## src/hdl/itrs_pkg.sv

```systemverilog
// Shared types, constants and helper functions for the integer to radix string unit.
`timescale 1ns / 1ps

package itrs_pkg;

    // Field widths.
    localparam int VALUE_W    = 32;
    localparam int RADIX_W    = 6;
    localparam int CHAR_W     = 7;
    localparam int OUT_DATA_W = 8;

    // Radix limits and the reset value of the radix register.
    localparam logic [RADIX_W-1:0] RADIX_RESET = 6'd10;
    localparam logic [RADIX_W-1:0] RADIX_MIN   = 6'd2;
    localparam logic [RADIX_W-1:0] RADIX_MAX   = 6'd36;
    localparam logic [RADIX_W-1:0] RADIX_DEC   = 6'd10;

    // Character codes.
    localparam logic [CHAR_W-1:0] CHAR_MINUS = 7'h2D;
    localparam logic [CHAR_W-1:0] CHAR_ZERO  = 7'h30;
    localparam logic [CHAR_W-1:0] CHAR_A     = 7'h41;

    // Sizing defaults.
    localparam int MAX_DIGITS_DEF     = 32;
    localparam int QUEUE_DEPTH        = 2;
    localparam int DIV_BITS_PER_CYCLE = 2;
    localparam int DIV_STEPS          = VALUE_W / DIV_BITS_PER_CYCLE;

    // One classified request waiting for digit extraction.
    typedef struct packed {
        logic [VALUE_W-1:0] magnitude;
        logic               negative;
        logic [RADIX_W-1:0] radix;
    } t_item;

    // Request to the divider.
    typedef struct packed {
        logic               start;
        logic [VALUE_W-1:0] dividend;
        logic [RADIX_W-1:0] divisor;
    } t_div_req;

    // Status and result of the divider.
    typedef struct packed {
        logic               busy;
        logic               done;
        logic [VALUE_W-1:0] quotient;
        logic [RADIX_W-1:0] remainder;
    } t_div_rsp;

    // Sequencer states of the back end.
    typedef enum logic [2:0] {
        BK_IDLE,
        BK_DIV,
        BK_SIGN,
        BK_READ,
        BK_EMIT
    } t_back_state;

    // Digit value to its ASCII character, 0-9 then A-Z.
    function automatic logic [CHAR_W-1:0] digit_char(input logic [RADIX_W-1:0] d);
        logic [CHAR_W-1:0] w;
        w = {1'b0, d};
        if (d < RADIX_DEC) begin
            return CHAR_ZERO + w;
        end
        return CHAR_A + w - {1'b0, RADIX_DEC};
    endfunction

endpackage

```

## src/hdl/itrs_front.sv

```systemverilog
// Front end: radix register, request acceptance and sign/magnitude classification.
`timescale 1ns / 1ps

module itrs_front (
    input  logic                         i_clk,
    input  logic                         i_rst_n,
    // Configuration write channel.
    input  logic                         i_cfg_valid,
    output logic                         o_cfg_ready,
    input  logic [itrs_pkg::RADIX_W-1:0] i_cfg_data,
    // Input stream.
    input  logic                         i_s_axis_tvalid,
    output logic                         o_s_axis_tready,
    input  logic [itrs_pkg::VALUE_W-1:0] i_s_axis_tdata,  // value[31:0]
    // Towards the queue.
    input  logic                         i_q_full,
    output logic                         o_push,
    output itrs_pkg::t_item              o_item
);

    logic [itrs_pkg::RADIX_W-1:0] r_radix;
    logic [itrs_pkg::RADIX_W-1:0] w_eff_radix;
    logic                         w_negative;

    // The radix register takes every write.
    always_ff @(posedge i_clk) begin
        if (!i_rst_n) begin
            r_radix <= itrs_pkg::RADIX_RESET;
        end else if (i_cfg_valid) begin
            r_radix <= i_cfg_data;
        end
    end

    assign o_cfg_ready = 1'b1;

    // Out-of-range radix values are clamped to the nearest legal base.
    always_comb begin
        if (r_radix < itrs_pkg::RADIX_MIN) begin
            w_eff_radix = itrs_pkg::RADIX_MIN;
        end else if (r_radix > itrs_pkg::RADIX_MAX) begin
            w_eff_radix = itrs_pkg::RADIX_MAX;
        end else begin
            w_eff_radix = r_radix;
        end
    end

    // Only decimal output is signed; other bases see the raw bit pattern.
    assign w_negative = (w_eff_radix == itrs_pkg::RADIX_DEC) &&
                        i_s_axis_tdata[itrs_pkg::VALUE_W-1];

    assign o_item.negative  = w_negative;
    assign o_item.radix     = w_eff_radix;
    assign o_item.magnitude = w_negative ? (~i_s_axis_tdata + 1'b1) : i_s_axis_tdata;

    // A request is taken whenever the queue has room.
    assign o_s_axis_tready = !i_q_full;
    assign o_push          = i_s_axis_tvalid && !i_q_full;

endmodule

```

## src/hdl/itrs_queue.sv

```systemverilog
// Short queue of classified requests between the front and back ends.
`timescale 1ns / 1ps

module itrs_queue (
    input  logic            i_clk,
    input  logic            i_rst_n,
    input  logic            i_push,
    input  itrs_pkg::t_item i_item,
    output logic            o_full,
    output logic            o_valid,
    output itrs_pkg::t_item o_item,
    input  logic            i_pop
);

    localparam int DEPTH = itrs_pkg::QUEUE_DEPTH;
    localparam int PTR_W = (DEPTH > 1) ? $clog2(DEPTH) : 1;
    localparam int CNT_W = $clog2(DEPTH + 1);

    itrs_pkg::t_item  r_mem [DEPTH];
    logic [PTR_W-1:0] r_wr_ptr;
    logic [PTR_W-1:0] r_rd_ptr;
    logic [CNT_W-1:0] r_count;
    logic             w_push;
    logic             w_pop;

    assign o_full  = (r_count == CNT_W'(DEPTH));
    assign o_valid = (r_count != '0);
    assign o_item  = r_mem[r_rd_ptr];
    assign w_push  = i_push && !o_full;
    assign w_pop   = i_pop && o_valid;

    // Pointers and fill level.
    always_ff @(posedge i_clk) begin
        if (!i_rst_n) begin
            r_wr_ptr <= '0;
            r_rd_ptr <= '0;
            r_count  <= '0;
        end else begin
            if (w_push) begin
                r_wr_ptr <= (r_wr_ptr == PTR_W'(DEPTH - 1)) ? '0 : r_wr_ptr + 1'b1;
            end
            if (w_pop) begin
                r_rd_ptr <= (r_rd_ptr == PTR_W'(DEPTH - 1)) ? '0 : r_rd_ptr + 1'b1;
            end
            if (w_push && !w_pop) begin
                r_count <= r_count + 1'b1;
            end else if (w_pop && !w_push) begin
                r_count <= r_count - 1'b1;
            end
        end
    end

    // Entry storage.
    always_ff @(posedge i_clk) begin
        if (w_push) begin
            r_mem[r_wr_ptr] <= i_item;
        end
    end

endmodule

```

## src/hdl/itrs_div.sv

```systemverilog
// Iterative restoring divider of a 32-bit value by a small radix, two quotient bits a cycle.
`timescale 1ns / 1ps

module itrs_div (
    input  logic               i_clk,
    input  logic               i_rst_n,
    input  itrs_pkg::t_div_req i_req,
    output itrs_pkg::t_div_rsp o_rsp
);

    localparam int VW     = itrs_pkg::VALUE_W;
    localparam int RW     = itrs_pkg::RADIX_W;
    localparam int ITER_W = $clog2(itrs_pkg::DIV_STEPS);

    logic [VW-1:0]     r_q;
    logic [RW-1:0]     r_rem;
    logic [RW-1:0]     r_div;
    logic [ITER_W-1:0] r_iter;
    logic              r_busy;
    logic              r_done;
    logic [VW-1:0]     n_q;
    logic [RW-1:0]     n_rem;

    // Shift the dividend out at the top while quotient bits enter at the bottom.
    always_comb begin
        logic [RW:0] t;
        n_q   = r_q;
        n_rem = r_rem;
        for (int i = 0; i < itrs_pkg::DIV_BITS_PER_CYCLE; i++) begin
            t   = {n_rem, n_q[VW-1]};
            n_q = {n_q[VW-2:0], 1'b0};
            if (t >= {1'b0, r_div}) begin
                n_rem  = RW'(t - {1'b0, r_div});
                n_q[0] = 1'b1;
            end else begin
                n_rem = t[RW-1:0];
            end
        end
    end

    // Iteration control.
    always_ff @(posedge i_clk) begin
        if (!i_rst_n) begin
            r_busy <= 1'b0;
            r_done <= 1'b0;
            r_iter <= '0;
        end else if (i_req.start && !r_busy) begin
            r_busy <= 1'b1;
            r_done <= 1'b0;
            r_iter <= '0;
        end else if (r_busy) begin
            r_iter <= r_iter + 1'b1;
            if (r_iter == ITER_W'(itrs_pkg::DIV_STEPS - 1)) begin
                r_busy <= 1'b0;
                r_done <= 1'b1;
            end
        end else begin
            r_done <= 1'b0;
        end
    end

    // Datapath registers.
    always_ff @(posedge i_clk) begin
        if (i_req.start && !r_busy) begin
            r_q   <= i_req.dividend;
            r_rem <= '0;
            r_div <= i_req.divisor;
        end else if (r_busy) begin
            r_q   <= n_q;
            r_rem <= n_rem;
        end
    end

    assign o_rsp.busy      = r_busy;
    assign o_rsp.done      = r_done;
    assign o_rsp.quotient  = r_q;
    assign o_rsp.remainder = r_rem;

endmodule

```

## src/hdl/itrs_back.sv

```systemverilog
// Back end: digit extraction sequencer, digit store and character output register.
`timescale 1ns / 1ps

module itrs_back #(
    parameter int MAX_DIGITS = itrs_pkg::MAX_DIGITS_DEF
) (
    input  logic                            i_clk,
    input  logic                            i_rst_n,
    // From the queue.
    input  logic                            i_q_valid,
    input  itrs_pkg::t_item                 i_q_item,
    output logic                            o_q_pop,
    // Divider.
    output itrs_pkg::t_div_req              o_div_req,
    input  itrs_pkg::t_div_rsp              i_div_rsp,
    // Output stream.
    output logic                            o_m_axis_tvalid,
    input  logic                            i_m_axis_tready,
    output logic [itrs_pkg::OUT_DATA_W-1:0] o_m_axis_tdata,  // char_code[6:0], zero[7]
    output logic                            o_m_axis_tlast   // last
);

    localparam int ADDR_W = (MAX_DIGITS > 1) ? $clog2(MAX_DIGITS) : 1;
    localparam int CNT_W  = $clog2(MAX_DIGITS + 1);
    localparam logic [CNT_W-1:0] MAX_CNT = CNT_W'(MAX_DIGITS);

    localparam int RW = itrs_pkg::RADIX_W;
    localparam int CW = itrs_pkg::CHAR_W;

    itrs_pkg::t_back_state r_state, n_state;
    logic                  r_neg, n_neg;
    logic [RW-1:0]         r_radix, n_radix;
    logic [CNT_W-1:0]      r_count, n_count;
    logic [ADDR_W-1:0]     r_ptr, n_ptr;
    logic                  r_out_valid, n_out_valid;
    logic [CW-1:0]         r_out_char, n_out_char;
    logic                  r_out_last, n_out_last;
    logic                  w_wr_en;
    logic                  w_slot_free;

    logic [RW-1:0]         r_mem [MAX_DIGITS];
    logic [RW-1:0]         r_rd_data;

    assign w_slot_free = !r_out_valid || i_m_axis_tready;

    // State register and control.
    always_ff @(posedge i_clk) begin
        if (!i_rst_n) begin
            r_state     <= itrs_pkg::BK_IDLE;
            r_out_valid <= 1'b0;
            r_count     <= '0;
            r_neg       <= 1'b0;
        end else begin
            r_state     <= n_state;
            r_out_valid <= n_out_valid;
            r_count     <= n_count;
            r_neg       <= n_neg;
        end
    end

    // Payload registers.
    always_ff @(posedge i_clk) begin
        r_radix    <= n_radix;
        r_ptr      <= n_ptr;
        r_out_char <= n_out_char;
        r_out_last <= n_out_last;
    end

    // Digit store, least significant digit at address zero.
    always_ff @(posedge i_clk) begin
        if (w_wr_en) begin
            r_mem[r_count[ADDR_W-1:0]] <= i_div_rsp.remainder;
        end
        r_rd_data <= r_mem[r_ptr];
    end

    // Next state and outputs.
    always_comb begin
        n_state     = r_state;
        n_neg       = r_neg;
        n_radix     = r_radix;
        n_count     = r_count;
        n_ptr       = r_ptr;
        n_out_valid = r_out_valid && !i_m_axis_tready;
        n_out_char  = r_out_char;
        n_out_last  = r_out_last;
        w_wr_en     = 1'b0;
        o_q_pop     = 1'b0;
        o_div_req.start    = 1'b0;
        o_div_req.dividend = i_div_rsp.quotient;
        o_div_req.divisor  = r_radix;

        case (r_state)
            // Take the next request and start the first division.
            itrs_pkg::BK_IDLE: begin
                if (i_q_valid) begin
                    o_q_pop            = 1'b1;
                    o_div_req.start    = 1'b1;
                    o_div_req.dividend = i_q_item.magnitude;
                    o_div_req.divisor  = i_q_item.radix;
                    n_neg              = i_q_item.negative;
                    n_radix            = i_q_item.radix;
                    n_count            = '0;
                    n_state            = itrs_pkg::BK_DIV;
                end
            end
            // Store each remainder; divide the quotient again until it is zero or the store fills.
            itrs_pkg::BK_DIV: begin
                if (i_div_rsp.done) begin
                    w_wr_en = 1'b1;
                    n_count = r_count + 1'b1;
                    if ((i_div_rsp.quotient == '0) || (n_count == MAX_CNT)) begin
                        n_ptr   = r_count[ADDR_W-1:0];
                        n_state = r_neg ? itrs_pkg::BK_SIGN : itrs_pkg::BK_READ;
                    end else begin
                        o_div_req.start = 1'b1;
                    end
                end
            end
            // Leading minus sign for a negative decimal value.
            itrs_pkg::BK_SIGN: begin
                if (w_slot_free) begin
                    n_out_valid = 1'b1;
                    n_out_char  = itrs_pkg::CHAR_MINUS;
                    n_out_last  = 1'b0;
                    n_state     = itrs_pkg::BK_READ;
                end
            end
            // Wait state for the registered store read.
            itrs_pkg::BK_READ: begin
                n_state = itrs_pkg::BK_EMIT;
            end
            // Emit digits from the most significant one down.
            itrs_pkg::BK_EMIT: begin
                if (w_slot_free) begin
                    n_out_valid = 1'b1;
                    n_out_char  = itrs_pkg::digit_char(r_rd_data);
                    n_out_last  = (r_ptr == '0);
                    if (r_ptr == '0) begin
                        n_state = itrs_pkg::BK_IDLE;
                    end else begin
                        n_ptr   = r_ptr - 1'b1;
                        n_state = itrs_pkg::BK_READ;
                    end
                end
            end
            default: begin
                n_state = itrs_pkg::BK_IDLE;
            end
        endcase
    end

    assign o_m_axis_tvalid = r_out_valid;
    assign o_m_axis_tdata  = {{(itrs_pkg::OUT_DATA_W - CW){1'b0}}, r_out_char};
    assign o_m_axis_tlast  = r_out_last;

endmodule

```

## src/hdl/integer_to_radix_string_unit.sv

```systemverilog
// Top level of the integer to radix string unit.
`timescale 1ns / 1ps

// Converts one 32-bit integer per input request into its text form, one ASCII
// character per output request, most significant digit first, digits 0-9 then A-Z.
// The radix (2 to 36, clamped outside that range) is written on the cfg channel,
// which is always ready; write it only while the unit is idle. In radix ten a
// negative value is written as a minus sign and its magnitude, otherwise the raw
// unsigned pattern is converted. tlast marks the final character of each number.
// The front end classifies an accepted request in the same cycle and places it in
// a two-entry queue, so up to two further requests are taken while one is worked.
// The back end produces the digits one at a time with the divider, which
// retires two quotient bits a cycle, then emits the characters from the digit
// store, with a store read state before each digit. A stalled receiver
// holds the output register; the sequencer waits with it and the queue fills
// before the input stalls. Synchronous active-low reset empties the queue,
// idles the sequencer and sets the radix to ten. The digit store has no reset
// and needs no clearing pass.

module integer_to_radix_string_unit #(
    parameter int MAX_DIGITS = itrs_pkg::MAX_DIGITS_DEF
) (
    input  logic                            i_clk,
    input  logic                            i_rst_n,
    // Configuration write channel.
    input  logic                            i_cfg_valid,
    output logic                            o_cfg_ready,
    input  logic [itrs_pkg::RADIX_W-1:0]    i_cfg_data,      // radix[5:0]
    // Input stream.
    input  logic                            i_s_axis_tvalid,
    output logic                            o_s_axis_tready,
    input  logic [itrs_pkg::VALUE_W-1:0]    i_s_axis_tdata,  // value[31:0]
    // Output stream.
    output logic                            o_m_axis_tvalid,
    input  logic                            i_m_axis_tready,
    output logic [itrs_pkg::OUT_DATA_W-1:0] o_m_axis_tdata,  // char_code[6:0], zero[7]
    output logic                            o_m_axis_tlast   // last
);

    logic               w_push;
    logic               w_q_full;
    logic               w_q_valid;
    logic               w_q_pop;
    itrs_pkg::t_item    w_front_item;
    itrs_pkg::t_item    w_q_item;
    itrs_pkg::t_div_req w_div_req;
    itrs_pkg::t_div_rsp w_div_rsp;

    // Request acceptance and classification.
    itrs_front u_front (
        .i_clk           (i_clk),
        .i_rst_n         (i_rst_n),
        .i_cfg_valid     (i_cfg_valid),
        .o_cfg_ready     (o_cfg_ready),
        .i_cfg_data      (i_cfg_data),
        .i_s_axis_tvalid (i_s_axis_tvalid),
        .o_s_axis_tready (o_s_axis_tready),
        .i_s_axis_tdata  (i_s_axis_tdata),
        .i_q_full        (w_q_full),
        .o_push          (w_push),
        .o_item          (w_front_item)
    );

    // Decoupling queue.
    itrs_queue u_queue (
        .i_clk   (i_clk),
        .i_rst_n (i_rst_n),
        .i_push  (w_push),
        .i_item  (w_front_item),
        .o_full  (w_q_full),
        .o_valid (w_q_valid),
        .o_item  (w_q_item),
        .i_pop   (w_q_pop)
    );

    // Radix divider.
    itrs_div u_div (
        .i_clk   (i_clk),
        .i_rst_n (i_rst_n),
        .i_req   (w_div_req),
        .o_rsp   (w_div_rsp)
    );

    // Digit extraction and character output.
    itrs_back #(
        .MAX_DIGITS (MAX_DIGITS)
    ) u_back (
        .i_clk           (i_clk),
        .i_rst_n         (i_rst_n),
        .i_q_valid       (w_q_valid),
        .i_q_item        (w_q_item),
        .o_q_pop         (w_q_pop),
        .o_div_req       (w_div_req),
        .i_div_rsp       (w_div_rsp),
        .o_m_axis_tvalid (o_m_axis_tvalid),
        .i_m_axis_tready (i_m_axis_tready),
        .o_m_axis_tdata  (o_m_axis_tdata),
        .o_m_axis_tlast  (o_m_axis_tlast)
    );

    // The front end never pushes into a full queue.
    a_no_push_when_full: assert property (@(posedge i_clk) disable iff (!i_rst_n)
        w_push |-> !w_q_full)
        else $error("request pushed into a full queue");

    // A division is never started while the previous one is still running.
    a_div_start_idle: assert property (@(posedge i_clk) disable iff (!i_rst_n)
        w_div_req.start |-> !w_div_rsp.busy)
        else $error("divider started while busy");

    // Every finished division leaves a digit that fits the largest radix.
    a_div_rem_range: assert property (@(posedge i_clk) disable iff (!i_rst_n)
        w_div_rsp.done |-> (w_div_rsp.remainder < itrs_pkg::RADIX_MAX))
        else $error("divider remainder out of digit range");

    // A request is popped only when the queue holds one.
    a_pop_when_valid: assert property (@(posedge i_clk) disable iff (!i_rst_n)
        w_q_pop |-> w_q_valid)
        else $error("pop from an empty queue");

endmodule

```

## config.mk

```make
export PLATFORM = sky130hd
export DESIGN_NAME = integer_to_radix_string_unit
export DESIGN_NICKNAME = d
export VERILOG_FILES = /design/src/hdl/itrs_pkg.sv /design/src/hdl/itrs_front.sv /design/src/hdl/itrs_queue.sv /design/src/hdl/itrs_div.sv /design/src/hdl/itrs_back.sv /design/src/hdl/integer_to_radix_string_unit.sv
export SDC_FILE = /design/constraint.sdc
export NUM_CORES = 1
export LEC_CHECK = 0
export BUFFER_PORTS_ARGS = -buffer_cell sky130_fd_sc_hd__buf_2
export CAP_MARGIN = 20
export CORE_UTILIZATION = 31
export DETAILED_ROUTE_END_ITERATION = 8
export PLACE_DENSITY = 0.54
export SYNTH_ARGS = -nofsm -noshare
export SYNTH_HDL_FRONTEND = slang
export SYNTH_SLANG_ARGS = --single-unit
```

## constraint.sdc

```tcl
create_clock -name i_clk -period 11.8 [get_ports i_clk]
set_input_delay 0 -clock i_clk [delete_from_list [all_inputs] [get_ports i_clk]]
set_output_delay 0 -clock i_clk [all_outputs]
set_load 0.02 [all_outputs]
```

==> out/results.tsv <==
metric	value	unit
CTS Sinks	367	
P_leak	6.333	nW
Total Power	3.930	mW
gr usage total	12.75	%
Die ar.	0.05210	sq mm
first-pass GRT wire length	51890	um
unrepaired setup endpoints after global routing	no	
Gate power share	24.8	%
Worst setup SP type	flop	
most frequent cell after synthesis	edfxtp_1	
GPL Wtd Cong	0.7698	
min cycle time layout	4654	ps
CP Class	flop to flop	
post-synth top area share	61.88	%
Fmax	214.9	MHz
dpl hpwl	20420	um
worst-path cell chain	buf_4, ha_1, a21o_1, a211o_1, a41oi_4, mux2i_1, ha_1, nor2b_1, o31a_1, o31a_1, a2111oi_4, and2_4, o22ai_1	
Main synth FF type	edfxtp_1	
CTS tree	built	
asr flop ratio synth	0	%
global route total overflow	0	
most instantiated cells after synthesis	edfxtp_1, nand2_1, nor2_1, mux4_2, o21ai_0	
TritonRoute pass-1 iters	5	
worst r2r path cells	13	
worst r2r dst	u_div.r_q[0]	
Internal Power	2.762	mW
Mean Syn Cell Area	15.30	sq um
largest cells by area after synthesis	edfxtp_1, mux4_2, dfxtp_1, mux2i_1, ha_1	
worst hold start	i_s_axis_tdata[0]	
critical path's top delay family	compound AO/OA/AOI/OAI gates	
Post-Route Skew	29.13	ps
NumNets Final	1217	
outcome	finished clean	
final hold slack	287.8	ps
Seq pwr share	45.2	%
worst-margin pin slew	1008	ps
Max-slew headroom	32.82	%
largest net degree at the start of global routing	51	
Routed Antenna Nets	0	
switching share of power	29.72	%
max_cap viols	0	
Yosys cell types	64	
die width	228.3	um
antenna violations before repair	0	
final period utilization	39.44	%
clk buf depth	3	
cell count after synthesis	1037	
Clock H-tree levels	2	
maximum vdd ir drop	119.1	uV
Critical Path RT	12050	ps
nature of the critical path endpoint	flop	
Post-Syn Area	0.01587	sq mm
Hold Crit Class	input port to flop	
P_sw	1.168	mW
FF-to-FF Start	u_div.r_rem[3]	
FF+latch area	0.01062	sq mm
Yosys top cell by area	edfxtp_1	
crit path DAT	4900	ps
clock share of power	30.0	%
crit-path max cell delay	650	ps
WHS Path Cells	2	
share of cells above drive strength 1	18.59	%
endpoints failing setup	0	
Clk Tree Root Cell	clkbuf_16	
yosys warns	0	
post_cts resized	0	
vias	8795	
max-slew violations	0	
Post-route DRC	0	
R2R Setup Slk	7150	ps
routed vias/inst	4.754	
Mapped Nets	1106	
Power Density	210.9	mW/mm^2
Clock Latency Late Sink	550	ps
CP Depth	13	
Initial Util	31.50	%
Routed WL	32680	um
Rows	82	
fillers	4722	
Core ar.	0.05038	sq mm
Chip Height	228.3	um
diodes inserted	0	
# IOs	55	
Worst path slowest cell	a2111oi_4	
worst hold path endpoint	u_queue.r_mem[0][7]	
WP buf/inv	1	
Clock Pin Slew Worst Setup and Hold Paths	60	ps
Fin. Hold Viols	0	
synthesized flop and latch total	367	
Port-buffer cells	52	
CP max FO	35	
area delta synth->final	17.42	%
Num CTS Buffers	39	
Routed wire per std cell	17.67	um
Post-CTS Setup Bufs	0	
Post-synth EDFFs	327	
number of global-route vias before repair	9036	
DR iter-0 viols	442	
Multi-input gate area	0.004918	sq mm
setup_tns	0	ps
post-synthesis sequential area ratio	66.92	%
power by group through the flow:
stage,clock network [mW],registers [mW],logic [mW]
finish,1.18,1.78,0.976
global route,1.25,1.79,1.09
CTS,1.21,1.79,0.971
detailed placement,0,1.81,0.951
global placement,0,1.81,0.939
floorplan,0,1.82,0.694
cells by family (layout without fill, tap and decap cells):
family | count (synthesis) | in the layout | synth area share [%]
AND/OR/NAND/NOR | 241 | 241 | 7.207
other | 2 | 2 | 0.04733
adder cells (fa/ha/maj) | 26 | 26 | 2.145
multiplexers | 125 | 125 | 12.80
flip-flops | 367 | 367 | 66.92
buffers and inverters | 80 | 221 | 2.137
XOR/XNOR | 49 | 49 | 2.704
AO/OA/AOI/OAI | 147 | 147 | 6.040
cells in the final DEF, fill, tap and decap left out, drive strengths merged, types with 5 or more instances in the layout:
cell / Yosys / layout
nor2: 72 / 72
edfxtp: 327 / 327
nor2b: 14 / 14
nand4: 7 / 7
clkbuf: 33 / 51
buf: 17 / 67
mux2: 23 / 23
o22ai: 5 / 5
o21ai: 61 / 61
xor2: 26 / 26
nand2: 76 / 76
nand2b: 11 / 11
ha: 24 / 24
mux2i: 42 / 42
clkinv: 0 / 13
dlygate4sd3: 0 / 53
and2: 10 / 10
nor4: 10 / 10
a21oi: 33 / 33
mux4: 60 / 60
o21a: 6 / 6
xnor2: 23 / 23
nor3: 7 / 7
nand3: 11 / 11
and3: 6 / 6
inv: 30 / 31
dfxtp: 40 / 40
state kept, by name (all words and copies together) (netlist names), 7 cells and up, named ones only:
name,count
u_queue.r_mem,78
u_back.r_out_char,7
u_div.r_q,32
u_back.r_mem,192
worst max path at each step:
stage	start	endpoint	slack, ps
2_1_floorplan	u_div.r_rem[3]	u_div.r_q[0]	7470
3_3_place_gp	u_div.r_rem[3]	u_div.r_q[0]	7220
3_5_place_dp	u_div.r_rem[3]	u_div.r_q[0]	7130
4_1_cts	u_div.r_rem[3]	u_div.r_q[0]	7140
5_1_grt	u_div.r_rem[3]	u_div.r_q[0]	6900
6_report	u_div.r_rem[3]	u_div.r_q[0]	7150
metal layers:
layer	vias up	track usage (%)	part of all wire, %	wire length [um]
met5	-	0	0	0
met1	4415	16.73	45	14800
met4	0	3.482	2.1	676
li1	4193	-	-	-
met2	142	21.65	49	16040
met3	45	2.225	3.6	1164
worst reg2reg max path, stage by stage, from the launching register on:
cell	delay, ps
dfxtp_1	300
buf_4	300
ha_1	390
a21o_1	200
a211o_1	320
a41oi_4	410
mux2i_1	400
ha_1	320
nor2b_1	160
o31a_1	270
o31a_1	280
a2111oi_4	650
and2_4	290
o22ai_1	80
what timing repair did:
| action | 4_1_cts | 5_1_grt |
|---|---|---|
| hold buffers | 53 | 0 |
| hold endpoints to repair | 88 | 0 |
| endpoints found under the setup margin | 0 | 0 |
area by class of cell:
type	count	area share (%)
sequential	367	57.00
clock inverter	20	0.8931
multi-input combinational	590	26.40
tap	672	4.512
clock buffer	51	5.647
inverter	30	0.6044
timing repair buffer	120	4.942
through the flow:
| stage | instances | instance area (sq um) | setup slack (ps) | utilization, % |
|---|---|---|---|---|
| after floorplan | 1037 | 15870 | 7471 | - |
| after global placement | 1724 | 16850 | 7216 | 33.45 |
| after detailed placement | 1724 | 16850 | 7134 | 33.45 |
| after CTS | 1848 | 18600 | 7136 | 36.92 |
| after global routing | 1850 | 18630 | 6900 | 36.99 |
| final | 1850 | 18630 | 7146 | 36.99 |
Power figures use the tool's default switching activity.
